**src/design/bresenham_line_rasterizer_macros.svh**
```systemverilog
// Assertion macros shared by the line rasterizer modules.
// Expects clk_i and rst_ni in the scope of every use.
`ifndef BRESENHAM_LINE_RASTERIZER_MACROS_SVH
`define BRESENHAM_LINE_RASTERIZER_MACROS_SVH

// Same-cycle implication, checked outside reset.
`define BRL_ASSERT_IMP(label, ante, cons) \
  label: assert property (@(posedge clk_i) disable iff (!rst_ni) (ante) |-> (cons)) \
    else $error("rasterizer check failed");

// Next-cycle implication, checked outside reset.
`define BRL_ASSERT_NXT(label, ante, cons) \
  label: assert property (@(posedge clk_i) disable iff (!rst_ni) (ante) |=> (cons)) \
    else $error("rasterizer check failed");

`endif

```
**src/design/brl_pkg.sv**
```systemverilog
// Shared types and constants for the line rasterizer.
// Used by brl_front, brl_back and the top level; depends on nothing.
`default_nettype none

package brl_pkg;

  localparam int ScreenWidthDef  = 320;
  localparam int ScreenHeightDef = 200;

  localparam int QueueDepth = 2;
  localparam int QueuePtrW  = $clog2(QueueDepth);
  localparam int QueueCntW  = $clog2(QueueDepth + 1);

  localparam logic CMD_START   = 1'b0;
  localparam logic CMD_ADVANCE = 1'b1;

  localparam logic [1:0] STATUS_PIXEL     = 2'd0;
  localparam logic [1:0] STATUS_OFFSCREEN = 2'd1;
  localparam logic [1:0] STATUS_IDLE      = 2'd2;

  typedef struct packed {
    logic       cmd;
    logic [8:0] start_x;
    logic [7:0] start_y;
    logic [1:0] x_dir;
    logic [1:0] y_dir;
    logic       x_major;
    logic [8:0] major;
    logic [8:0] minor;
    logic [7:0] color;
  } cmd_t;

endpackage

`default_nettype wire

```
**src/design/brl_front.sv**
```systemverilog
// Front end: accepts command beats, works out deltas and directions,
// and holds decoded commands in a short queue. Depends on brl_pkg.
`default_nettype none

module brl_front (
  input  wire               clk_i,
  input  wire               rst_ni,
  input  wire               in_valid_i,
  output logic              in_ready_o,
  input  wire               command_i,
  input  wire  [8:0]        start_x_i,
  input  wire  [7:0]        start_y_i,
  input  wire  signed [9:0] run_i,
  input  wire  signed [8:0] rise_i,
  input  wire  [7:0]        line_color_i,
  output logic              cmd_valid_o,
  input  wire               cmd_pop_i,
  output brl_pkg::cmd_t     cmd_o
);

  logic signed [9:0] run_sat;
  logic [8:0] abs_run;
  logic [8:0] rise_mag;
  brl_pkg::cmd_t dec;

  brl_pkg::cmd_t mem_q [brl_pkg::QueueDepth];
  logic [brl_pkg::QueuePtrW-1:0] wr_ptr_q, rd_ptr_q;
  logic [brl_pkg::QueueCntW-1:0] count_q;
  logic push, pop;

  always_comb begin
    run_sat  = (run_i == -10'sd512) ? -10'sd511 : run_i;
    abs_run  = run_sat[9] ? 9'(-run_sat) : 9'(run_sat);
    rise_mag = rise_i[8] ? 9'(-rise_i) : 9'(rise_i);

    dec.cmd     = command_i;
    dec.start_x = start_x_i;
    dec.start_y = start_y_i;
    dec.color   = line_color_i;
    dec.x_dir   = (run_sat == 10'sd0) ? 2'b00 : (run_sat[9] ? 2'b11 : 2'b01);
    dec.y_dir   = (rise_i == 9'sd0) ? 2'b00 : (rise_i[8] ? 2'b11 : 2'b01);
    dec.x_major = abs_run >= rise_mag;
    dec.major   = dec.x_major ? abs_run : rise_mag;
    dec.minor   = dec.x_major ? rise_mag : abs_run;
  end

  assign in_ready_o  = count_q != brl_pkg::QueueCntW'(brl_pkg::QueueDepth);
  assign cmd_valid_o = count_q != '0;
  assign push        = in_valid_i && in_ready_o;
  assign pop         = cmd_pop_i && cmd_valid_o;
  assign cmd_o       = mem_q[rd_ptr_q];

  always_ff @(posedge clk_i or negedge rst_ni) begin
    if (!rst_ni) begin
      wr_ptr_q <= '0;
      rd_ptr_q <= '0;
      count_q  <= '0;
    end else begin
      if (push) begin
        wr_ptr_q <= wr_ptr_q + 1'b1;
      end
      if (pop) begin
        rd_ptr_q <= rd_ptr_q + 1'b1;
      end
      if (push && !pop) begin
        count_q <= count_q + 1'b1;
      end else if (pop && !push) begin
        count_q <= count_q - 1'b1;
      end
    end
  end

  always_ff @(posedge clk_i) begin
    if (push) begin
      mem_q[wr_ptr_q] <= dec;
    end
  end

`include "bresenham_line_rasterizer_macros.svh"

  `BRL_ASSERT_IMP(a_queue_bound, 1'b1, count_q <= brl_pkg::QueueCntW'(brl_pkg::QueueDepth))
  `BRL_ASSERT_NXT(a_queue_fill, push && !pop, count_q != '0)

endmodule

`default_nettype wire

```
**src/design/brl_back.sv**
```systemverilog
// Back end: runs the Bresenham stepper on decoded commands, then forms the
// framebuffer address and status in an output register. Depends on brl_pkg.
`default_nettype none

module brl_back #(
  parameter int SCREEN_WIDTH  = brl_pkg::ScreenWidthDef,
  parameter int SCREEN_HEIGHT = brl_pkg::ScreenHeightDef
) (
  input  wire           clk_i,
  input  wire           rst_ni,
  input  wire           cmd_valid_i,
  output logic          cmd_pop_o,
  input  brl_pkg::cmd_t cmd_i,
  output logic          out_valid_o,
  input  wire           out_ready_i,
  output logic [15:0]   pixel_addr_o,
  output logic [7:0]    pixel_color_o,
  output logic [1:0]    status_o,
  output logic          last_o
);

  logic signed [10:0] cur_x_q, cur_x_d;
  logic signed [9:0]  cur_y_q, cur_y_d;
  logic [9:0] err_q, err_d;
  logic [8:0] steps_q, steps_d;
  logic [8:0] major_q, major_d;
  logic [8:0] minor_q, minor_d;
  logic [1:0] x_dir_q, x_dir_d;
  logic [1:0] y_dir_q, y_dir_d;
  logic       x_major_q, x_major_d;
  logic [7:0] color_q, color_d;
  logic       active_q, active_d;

  logic [9:0] err_sum;
  logic       minor_step;
  logic       step_x, step_y;

  logic       s1_valid_q;
  logic signed [10:0] s1_x_q;
  logic signed [9:0]  s1_y_q;
  logic [7:0] s1_color_q;
  logic       s1_last_q, s1_idle_q;
  logic       s1_last_d, s1_idle_d;

  logic       out_valid_q;
  logic [15:0] out_addr_q;
  logic [7:0] out_color_q;
  logic [1:0] out_status_q;
  logic       out_last_q;

  logic       out_load, s1_ready;
  logic       on_screen;
  logic [19:0] addr_full;

  assign out_load  = s1_valid_q && (!out_valid_q || out_ready_i);
  assign s1_ready  = !s1_valid_q || out_load;
  assign cmd_pop_o = cmd_valid_i && s1_ready;

  always_comb begin
    cur_x_d   = cur_x_q;
    cur_y_d   = cur_y_q;
    err_d     = err_q;
    steps_d   = steps_q;
    major_d   = major_q;
    minor_d   = minor_q;
    x_dir_d   = x_dir_q;
    y_dir_d   = y_dir_q;
    x_major_d = x_major_q;
    color_d   = color_q;
    active_d  = active_q;
    s1_idle_d = 1'b0;
    s1_last_d = 1'b0;

    err_sum    = err_q + 10'(minor_q);
    minor_step = err_sum >= 10'(major_q);
    step_x     = x_major_q || minor_step;
    step_y     = !x_major_q || minor_step;

    if (cmd_i.cmd == brl_pkg::CMD_START) begin
      cur_x_d   = 11'(cmd_i.start_x);
      cur_y_d   = 10'(cmd_i.start_y);
      x_dir_d   = cmd_i.x_dir;
      y_dir_d   = cmd_i.y_dir;
      x_major_d = cmd_i.x_major;
      major_d   = cmd_i.major;
      minor_d   = cmd_i.minor;
      color_d   = cmd_i.color;
      err_d     = 10'(cmd_i.major >> 1);
      steps_d   = cmd_i.major;
      active_d  = cmd_i.major != 9'd0;
      s1_last_d = cmd_i.major == 9'd0;
    end else if (!active_q) begin
      s1_idle_d = 1'b1;
    end else begin
      err_d = minor_step ? err_sum - 10'(major_q) : err_sum;
      if (step_x) begin
        cur_x_d = cur_x_q + {{9{x_dir_q[1]}}, x_dir_q};
      end
      if (step_y) begin
        cur_y_d = cur_y_q + {{8{y_dir_q[1]}}, y_dir_q};
      end
      steps_d   = steps_q - 9'd1;
      active_d  = steps_d != 9'd0;
      s1_last_d = !active_d;
    end
  end

  always_ff @(posedge clk_i or negedge rst_ni) begin
    if (!rst_ni) begin
      cur_x_q     <= '0;
      cur_y_q     <= '0;
      err_q       <= '0;
      steps_q     <= '0;
      major_q     <= '0;
      minor_q     <= '0;
      x_dir_q     <= '0;
      y_dir_q     <= '0;
      x_major_q   <= 1'b0;
      color_q     <= '0;
      active_q    <= 1'b0;
      s1_valid_q  <= 1'b0;
      out_valid_q <= 1'b0;
    end else begin
      if (cmd_pop_o) begin
        cur_x_q   <= cur_x_d;
        cur_y_q   <= cur_y_d;
        err_q     <= err_d;
        steps_q   <= steps_d;
        major_q   <= major_d;
        minor_q   <= minor_d;
        x_dir_q   <= x_dir_d;
        y_dir_q   <= y_dir_d;
        x_major_q <= x_major_d;
        color_q   <= color_d;
        active_q  <= active_d;
      end
      if (s1_ready) begin
        s1_valid_q <= cmd_pop_o;
      end
      if (out_load) begin
        out_valid_q <= 1'b1;
      end else if (out_ready_i) begin
        out_valid_q <= 1'b0;
      end
    end
  end

  always_ff @(posedge clk_i) begin
    if (cmd_pop_o) begin
      s1_x_q     <= cur_x_d;
      s1_y_q     <= cur_y_d;
      s1_color_q <= color_d;
      s1_last_q  <= s1_last_d;
      s1_idle_q  <= s1_idle_d;
    end
  end

  assign on_screen = !s1_x_q[10] && ({1'b0, s1_x_q} < 12'(SCREEN_WIDTH)) &&
                     !s1_y_q[9] && ({1'b0, s1_y_q} < 11'(SCREEN_HEIGHT));
  assign addr_full = 20'(s1_y_q[8:0]) * 20'(SCREEN_WIDTH) + 20'(s1_x_q[9:0]);

  always_ff @(posedge clk_i) begin
    if (out_load) begin
      if (s1_idle_q) begin
        out_addr_q   <= '0;
        out_color_q  <= '0;
        out_status_q <= brl_pkg::STATUS_IDLE;
        out_last_q   <= 1'b0;
      end else begin
        out_addr_q   <= on_screen ? addr_full[15:0] : 16'd0;
        out_color_q  <= s1_color_q;
        out_status_q <= on_screen ? brl_pkg::STATUS_PIXEL : brl_pkg::STATUS_OFFSCREEN;
        out_last_q   <= s1_last_q;
      end
    end
  end

  assign out_valid_o   = out_valid_q;
  assign pixel_addr_o  = out_addr_q;
  assign pixel_color_o = out_color_q;
  assign status_o      = out_status_q;
  assign last_o        = out_last_q;

`include "bresenham_line_rasterizer_macros.svh"

  `BRL_ASSERT_IMP(a_active_steps, 1'b1, active_q == (steps_q != 9'd0))
  `BRL_ASSERT_IMP(a_err_below_major, active_q, err_q < 10'(major_q))
  `BRL_ASSERT_IMP(a_idle_clean, out_valid_q && (out_status_q == brl_pkg::STATUS_IDLE),
                  (out_addr_q == 16'd0) && (out_color_q == 8'd0) && !out_last_q)
  `BRL_ASSERT_NXT(a_last_ends_line, cmd_pop_o && s1_last_d, !active_q)

endmodule

`default_nettype wire

```
**src/design/bresenham_line_rasterizer.sv**
```systemverilog
// Top level of the Bresenham line rasterizer.
// Instantiates brl_front and brl_back; depends on brl_pkg.
`default_nettype none

// Takes one command beat per cycle while s_axis_tready is high and gives
// exactly one pixel beat for each. A start command loads a line and returns
// its first pixel; each advance returns the next pixel, tlast marking the
// final one. Status tells whether the pixel is to be written, lies off
// screen, or no line was active. The stepper in the back end updates its
// error term once per cycle while commands are queued and the output is
// not stalled, so the sustained rate is then one pixel per clock. A beat is
// written into the two-entry command queue, then runs through the stepper,
// and the address multiply is then loaded into the output register.
module bresenham_line_rasterizer #(
  parameter int SCREEN_WIDTH  = brl_pkg::ScreenWidthDef,
  parameter int SCREEN_HEIGHT = brl_pkg::ScreenHeightDef
) (
  input  wire         clk_i,
  input  wire         rst_ni,
  input  wire         s_axis_tvalid,
  output logic        s_axis_tready,
  // start_x[8:0], start_y[16:9], run[26:17], rise[35:27], line_color[43:36]
  input  wire  [47:0] s_axis_tdata,
  // command[0]
  input  wire  [0:0]  s_axis_tuser,
  output logic        m_axis_tvalid,
  input  wire         m_axis_tready,
  // pixel_addr[15:0], pixel_color[23:16]
  output logic [23:0] m_axis_tdata,
  // status[1:0]
  output logic [1:0]  m_axis_tuser,
  output logic        m_axis_tlast
);

  logic          cmd_valid;
  logic          cmd_pop;
  brl_pkg::cmd_t cmd;
  logic [15:0]   pixel_addr;
  logic [7:0]    pixel_color;

  brl_front u_front (
    .clk_i        (clk_i),
    .rst_ni       (rst_ni),
    .in_valid_i   (s_axis_tvalid),
    .in_ready_o   (s_axis_tready),
    .command_i    (s_axis_tuser[0]),
    .start_x_i    (s_axis_tdata[8:0]),
    .start_y_i    (s_axis_tdata[16:9]),
    .run_i        (s_axis_tdata[26:17]),
    .rise_i       (s_axis_tdata[35:27]),
    .line_color_i (s_axis_tdata[43:36]),
    .cmd_valid_o  (cmd_valid),
    .cmd_pop_i    (cmd_pop),
    .cmd_o        (cmd)
  );

  brl_back #(
    .SCREEN_WIDTH  (SCREEN_WIDTH),
    .SCREEN_HEIGHT (SCREEN_HEIGHT)
  ) u_back (
    .clk_i         (clk_i),
    .rst_ni        (rst_ni),
    .cmd_valid_i   (cmd_valid),
    .cmd_pop_o     (cmd_pop),
    .cmd_i         (cmd),
    .out_valid_o   (m_axis_tvalid),
    .out_ready_i   (m_axis_tready),
    .pixel_addr_o  (pixel_addr),
    .pixel_color_o (pixel_color),
    .status_o      (m_axis_tuser),
    .last_o        (m_axis_tlast)
  );

  assign m_axis_tdata = {pixel_color, pixel_addr};

endmodule

`default_nettype wire
```
**config.mk**
```make
export PLATFORM = sky130hd
export DESIGN_NAME = bresenham_line_rasterizer
export DESIGN_NICKNAME = d
export VERILOG_FILES = /design/src/design/brl_pkg.sv /design/src/design/brl_front.sv /design/src/design/brl_back.sv /design/src/design/bresenham_line_rasterizer.sv
export VERILOG_INCLUDE_DIRS = /design/src /design/src/design
export SDC_FILE = /design/constraint.sdc
export NUM_CORES = 1
export LEC_CHECK = 0
export ABC_AREA = 1
export BUFFER_PORTS_ARGS = -buffer_cell sky130_fd_sc_hd__buf_2
export CAP_MARGIN = 30
export CORE_UTILIZATION = 50
export CTS_BUF_LIST = sky130_fd_sc_hd__clkbuf_8
export CTS_CLUSTER_DIAMETER = 150
export DETAILED_ROUTE_END_ITERATION = 7
export PLACE_DENSITY_LB_ADDON = 0.05
export SLEW_MARGIN = 40
export SYNTH_ARGS = -nofsm -noshare
export SYNTH_HDL_FRONTEND = slang
export SYNTH_SLANG_ARGS = --single-unit
```
**constraint.sdc**
```tcl
create_clock -name clk_i -period 4.2 [get_ports clk_i]
set_input_delay 0.42 -clock clk_i [delete_from_list [all_inputs] [get_ports clk_i]]
set_output_delay 0.42 -clock clk_i [all_outputs]
set_load 0.02 [all_outputs]
```
==> results_dict.tcl <==
set metrics [dict create \
    criticalPathCategory "register to register" \
    clk_pin_slew_ps 60 \
    start_util 0.507 \
    final_util 0.569 \
    coreArea_sq_mm 0.0251 \
    cts_tree "built" \
    drt_iter0_markers 450 \
    synthMuxAreaShare 0.00157 \
    cts-root-buf "clkbuf_8" \
    min_path_type "primary input to register" \
    slew_violations 0 \
    io-pin-count 82 \
    r2r_slack_ps 530 \
    rows 58 \
    setup_violations 0 \
    cap_violations 0 \
    synth.yosys.warnings 0 \
    avgRoutedWirePerCell_um 14.4 \
    grt_pass1_wl_mm 44.0 \
    maxSlewHeadroom 0.444 \
    die_width_um 162 \
    yosys.area_share.simple 0.214 \
    fin_tns_setup_ps 0 \
    final.min_clock_period_ps 3670 \
    synth-seq-cells 234 \
    viasPerCell 5.03 \
    multi_input_area_sq_mm 0.00530 \
    antenna-diode-count 0 \
    antenna_found_initial 0 \
    worstPathRequired_ps 4480 \
    gr-total-overflow 0 \
    synth_fa_ha_area_frac 0.0762 \
    cts.sinks 234 \
    synthesis.area_sq_mm 0.0127 \
    synth_xor_area_frac 0.0392 \
    cts_buffer_depth 3 \
    fin_skew_ps 18.2 \
    syn_inst 1390 \
    dr.pass1.iters 5 \
    synth_nets 1517 \
    grtUsageTotal 0.211 \
    final_nets 1607 \
    timing.final.crit_share 0.874 \
    synth_top_family_by_area "simple AND/OR/NAND/NOR gates" \
    fp.dieArea_sq_mm 0.0261 \
    timing.fmax_mhz 272 \
    rsz0062_at_grt "no" \
    crit_fanout 12 \
    placed_area_sq_mm 0.0135 \
    status "finished clean" \
    regArea_sq_mm 0.00664 \
    dr_total_vias 9256 \
    final_antenna_net_count 0 \
    io_buffers 77 \
    clkLatencyLatePin_ps 530 \
    synth-compound-area-share 0.0825 \
    avgSynthCellArea_sq_um 9.17 \
    drive_gt1_frac 0.136 \
    grt_pass1_vias 8842 \
    synth_top_area_cell "edfxtp_1" \
    cp.arrival_ps 3950 \
    end_kind "register" \
    yosysSeqAreaShare 0.521 \
    postCtsSetupBuffers 0 \
    grt_max_degree 54 \
    dp_hpwl_mm 18.4 \
    drc 0 \
    start_kind "register" \
    num-fill-cells 2316 \
    synth_top_cell_area_share 0.368 \
    gp_congestion 0.849 \
    cts.htree.levels 2 \
    stdcell_area_sq_mm 0.0143 \
    drt-total-wl_mm 26.5 \
    hold_ws_ps 71.6 \
    tightestPinTransition_ps 834 \
    area_growth_syn_to_layout_pct 12.1 \
    die_y_um 162 \
    ys_types 45 \
    hold_viol_final 0 \
    numCtsBuffers 40 \
    netlist_top_cells_area "edfxtp_1 37%, dfrtp_1 15%, nand2_1 12%, ha_1 6.7%, inv_1 4.7%" \
]
==> synth_stat cells (all sizes together) <==
library cell and n:
a22oi 6, a31oi 17, nand3 78, nand4 13, xor2 36, edfxtp 156
dfrtp 78, nand2 408, inv 165, nor3 8, o21a 6, nand3b 3
nor4 3, or2 15, a21oi 64, a21boi 1, buf 27, o31ai 1
fa 6, o21bai 4, ha 68, xnor2 21, mux2i 2, o21ai 74
nor2 99, and3 2, a21o 8, clkbuf 17, o211ai 3, o211a 1
==> layer usage <==
| metal | track usage | share of wire | wire (um) |
|---|---|---|---|
| met2 | 0.345 | 0.46 | 12200 |
| met3 | 0.0329 | 0.044 | 1160 |
| met5 | 0 | 0 | 0 |
| met4 | 0.0510 | 0.015 | 404 |
| met1 | 0.295 | 0.48 | 12700 |
==> through the flow <==
stage	std cells	setup WS [ps]
after floorplan	1390	859
after global placement	1765	410
after detailed placement	1767	348
after CTS	1840	493
after global routing	1840	213
final	1840	528
==> worst max-delay path, cell delays in order (launching register included) <==
cell and delay, ps:
dfrtp_1 390, ha_1 270, fa_1 420, nand3_1 90, nand2_1 100, a21oi_1 140, o21bai_1 90, xor2_1 130
inv_1 70, ha_1 340, nand2_1 110, inv_1 50, a21oi_2 140, nand2_2 100, a21oi_4 240, nand3_4 200
nand2_2 250, nand2_1 100, and3_1 200
==> cell families (layout without fill, tap and decap cells) <==
family          count (synthesis)  in the layout
buf+inv                       209            329
simple gates                  629            629
flops                         234            234
xor+xnor                       57             57
compound gates                185            185
mux                             2              2
fa+ha+maj                      74             74
==> cell type report <==
type	instances	area share
flip-flops and latches	234	0.465
well taps	330	0.0289
clock buffers	43	0.0414
repair buffers	92	0.0363
inverters	165	0.0435
multi-input cells	947	0.371
clock inverters	29	0.0142
==> repair_timing <==
action,4_1_cts,5_1_grt
hold buffers,1,0
resized for setup,0,0
hold endpoints to repair,45,0
==> state kept, by name (all words and copies together) (netlist names), 2 cells and up <==
signal,count
u_back.color_q,8
u_back.cur_x_q,11
u_back.cur_y_q,10
u_back.err_q,10
u_back.major_q,9
u_back.minor_q,9
u_back.pixel_addr_o,16
u_back.pixel_color_o,8
u_back.s1_color_q,8
u_back.s1_x_q,11
u_back.s1_y_q,10
u_back.status_o,2
u_back.steps_q,9
u_back.x_dir_q,2
u_back.y_dir_q,2
u_front.count_q,2
u_front.mem_q,98
==> path summary, 6_finish.rpt <==
path	cells past startpoint	start	endpoint
min	1	s_axis_tdata[6]	u_front.mem_q[0][45]
max	18	u_back.minor_q[0]	u_back.s1_x_q[9]
min reg2reg	1	u_front.count_q[0]	u_front.count_q[0]
min in group asynchronous	2	rst_ni	u_back.color_q[4]
max reg2reg	18	u_back.minor_q[0]	u_back.s1_x_q[9]
max in group asynchronous	3	rst_ni	u_back.out_valid_o
==> layout by cell type, fill, tap and decap left out, types with 36 or more instances in the layout <==
| cell type | instances |
|---|---|
| clkbuf_8 | 43 |
| buf_2 | 76 |
| xor2_1 | 36 |
| nand2_1 | 391 |
| a21oi_1 | 58 |
| dfrtp_1 | 78 |
| edfxtp_1 | 156 |
| ha_1 | 68 |
| nor2_1 | 92 |
| nand3_1 | 62 |
| inv_1 | 173 |
| o21ai_0 | 71 |
Power is not shown: default switching activity piles up to over one toggle a cycle in this logic, so the estimate is an artifact.
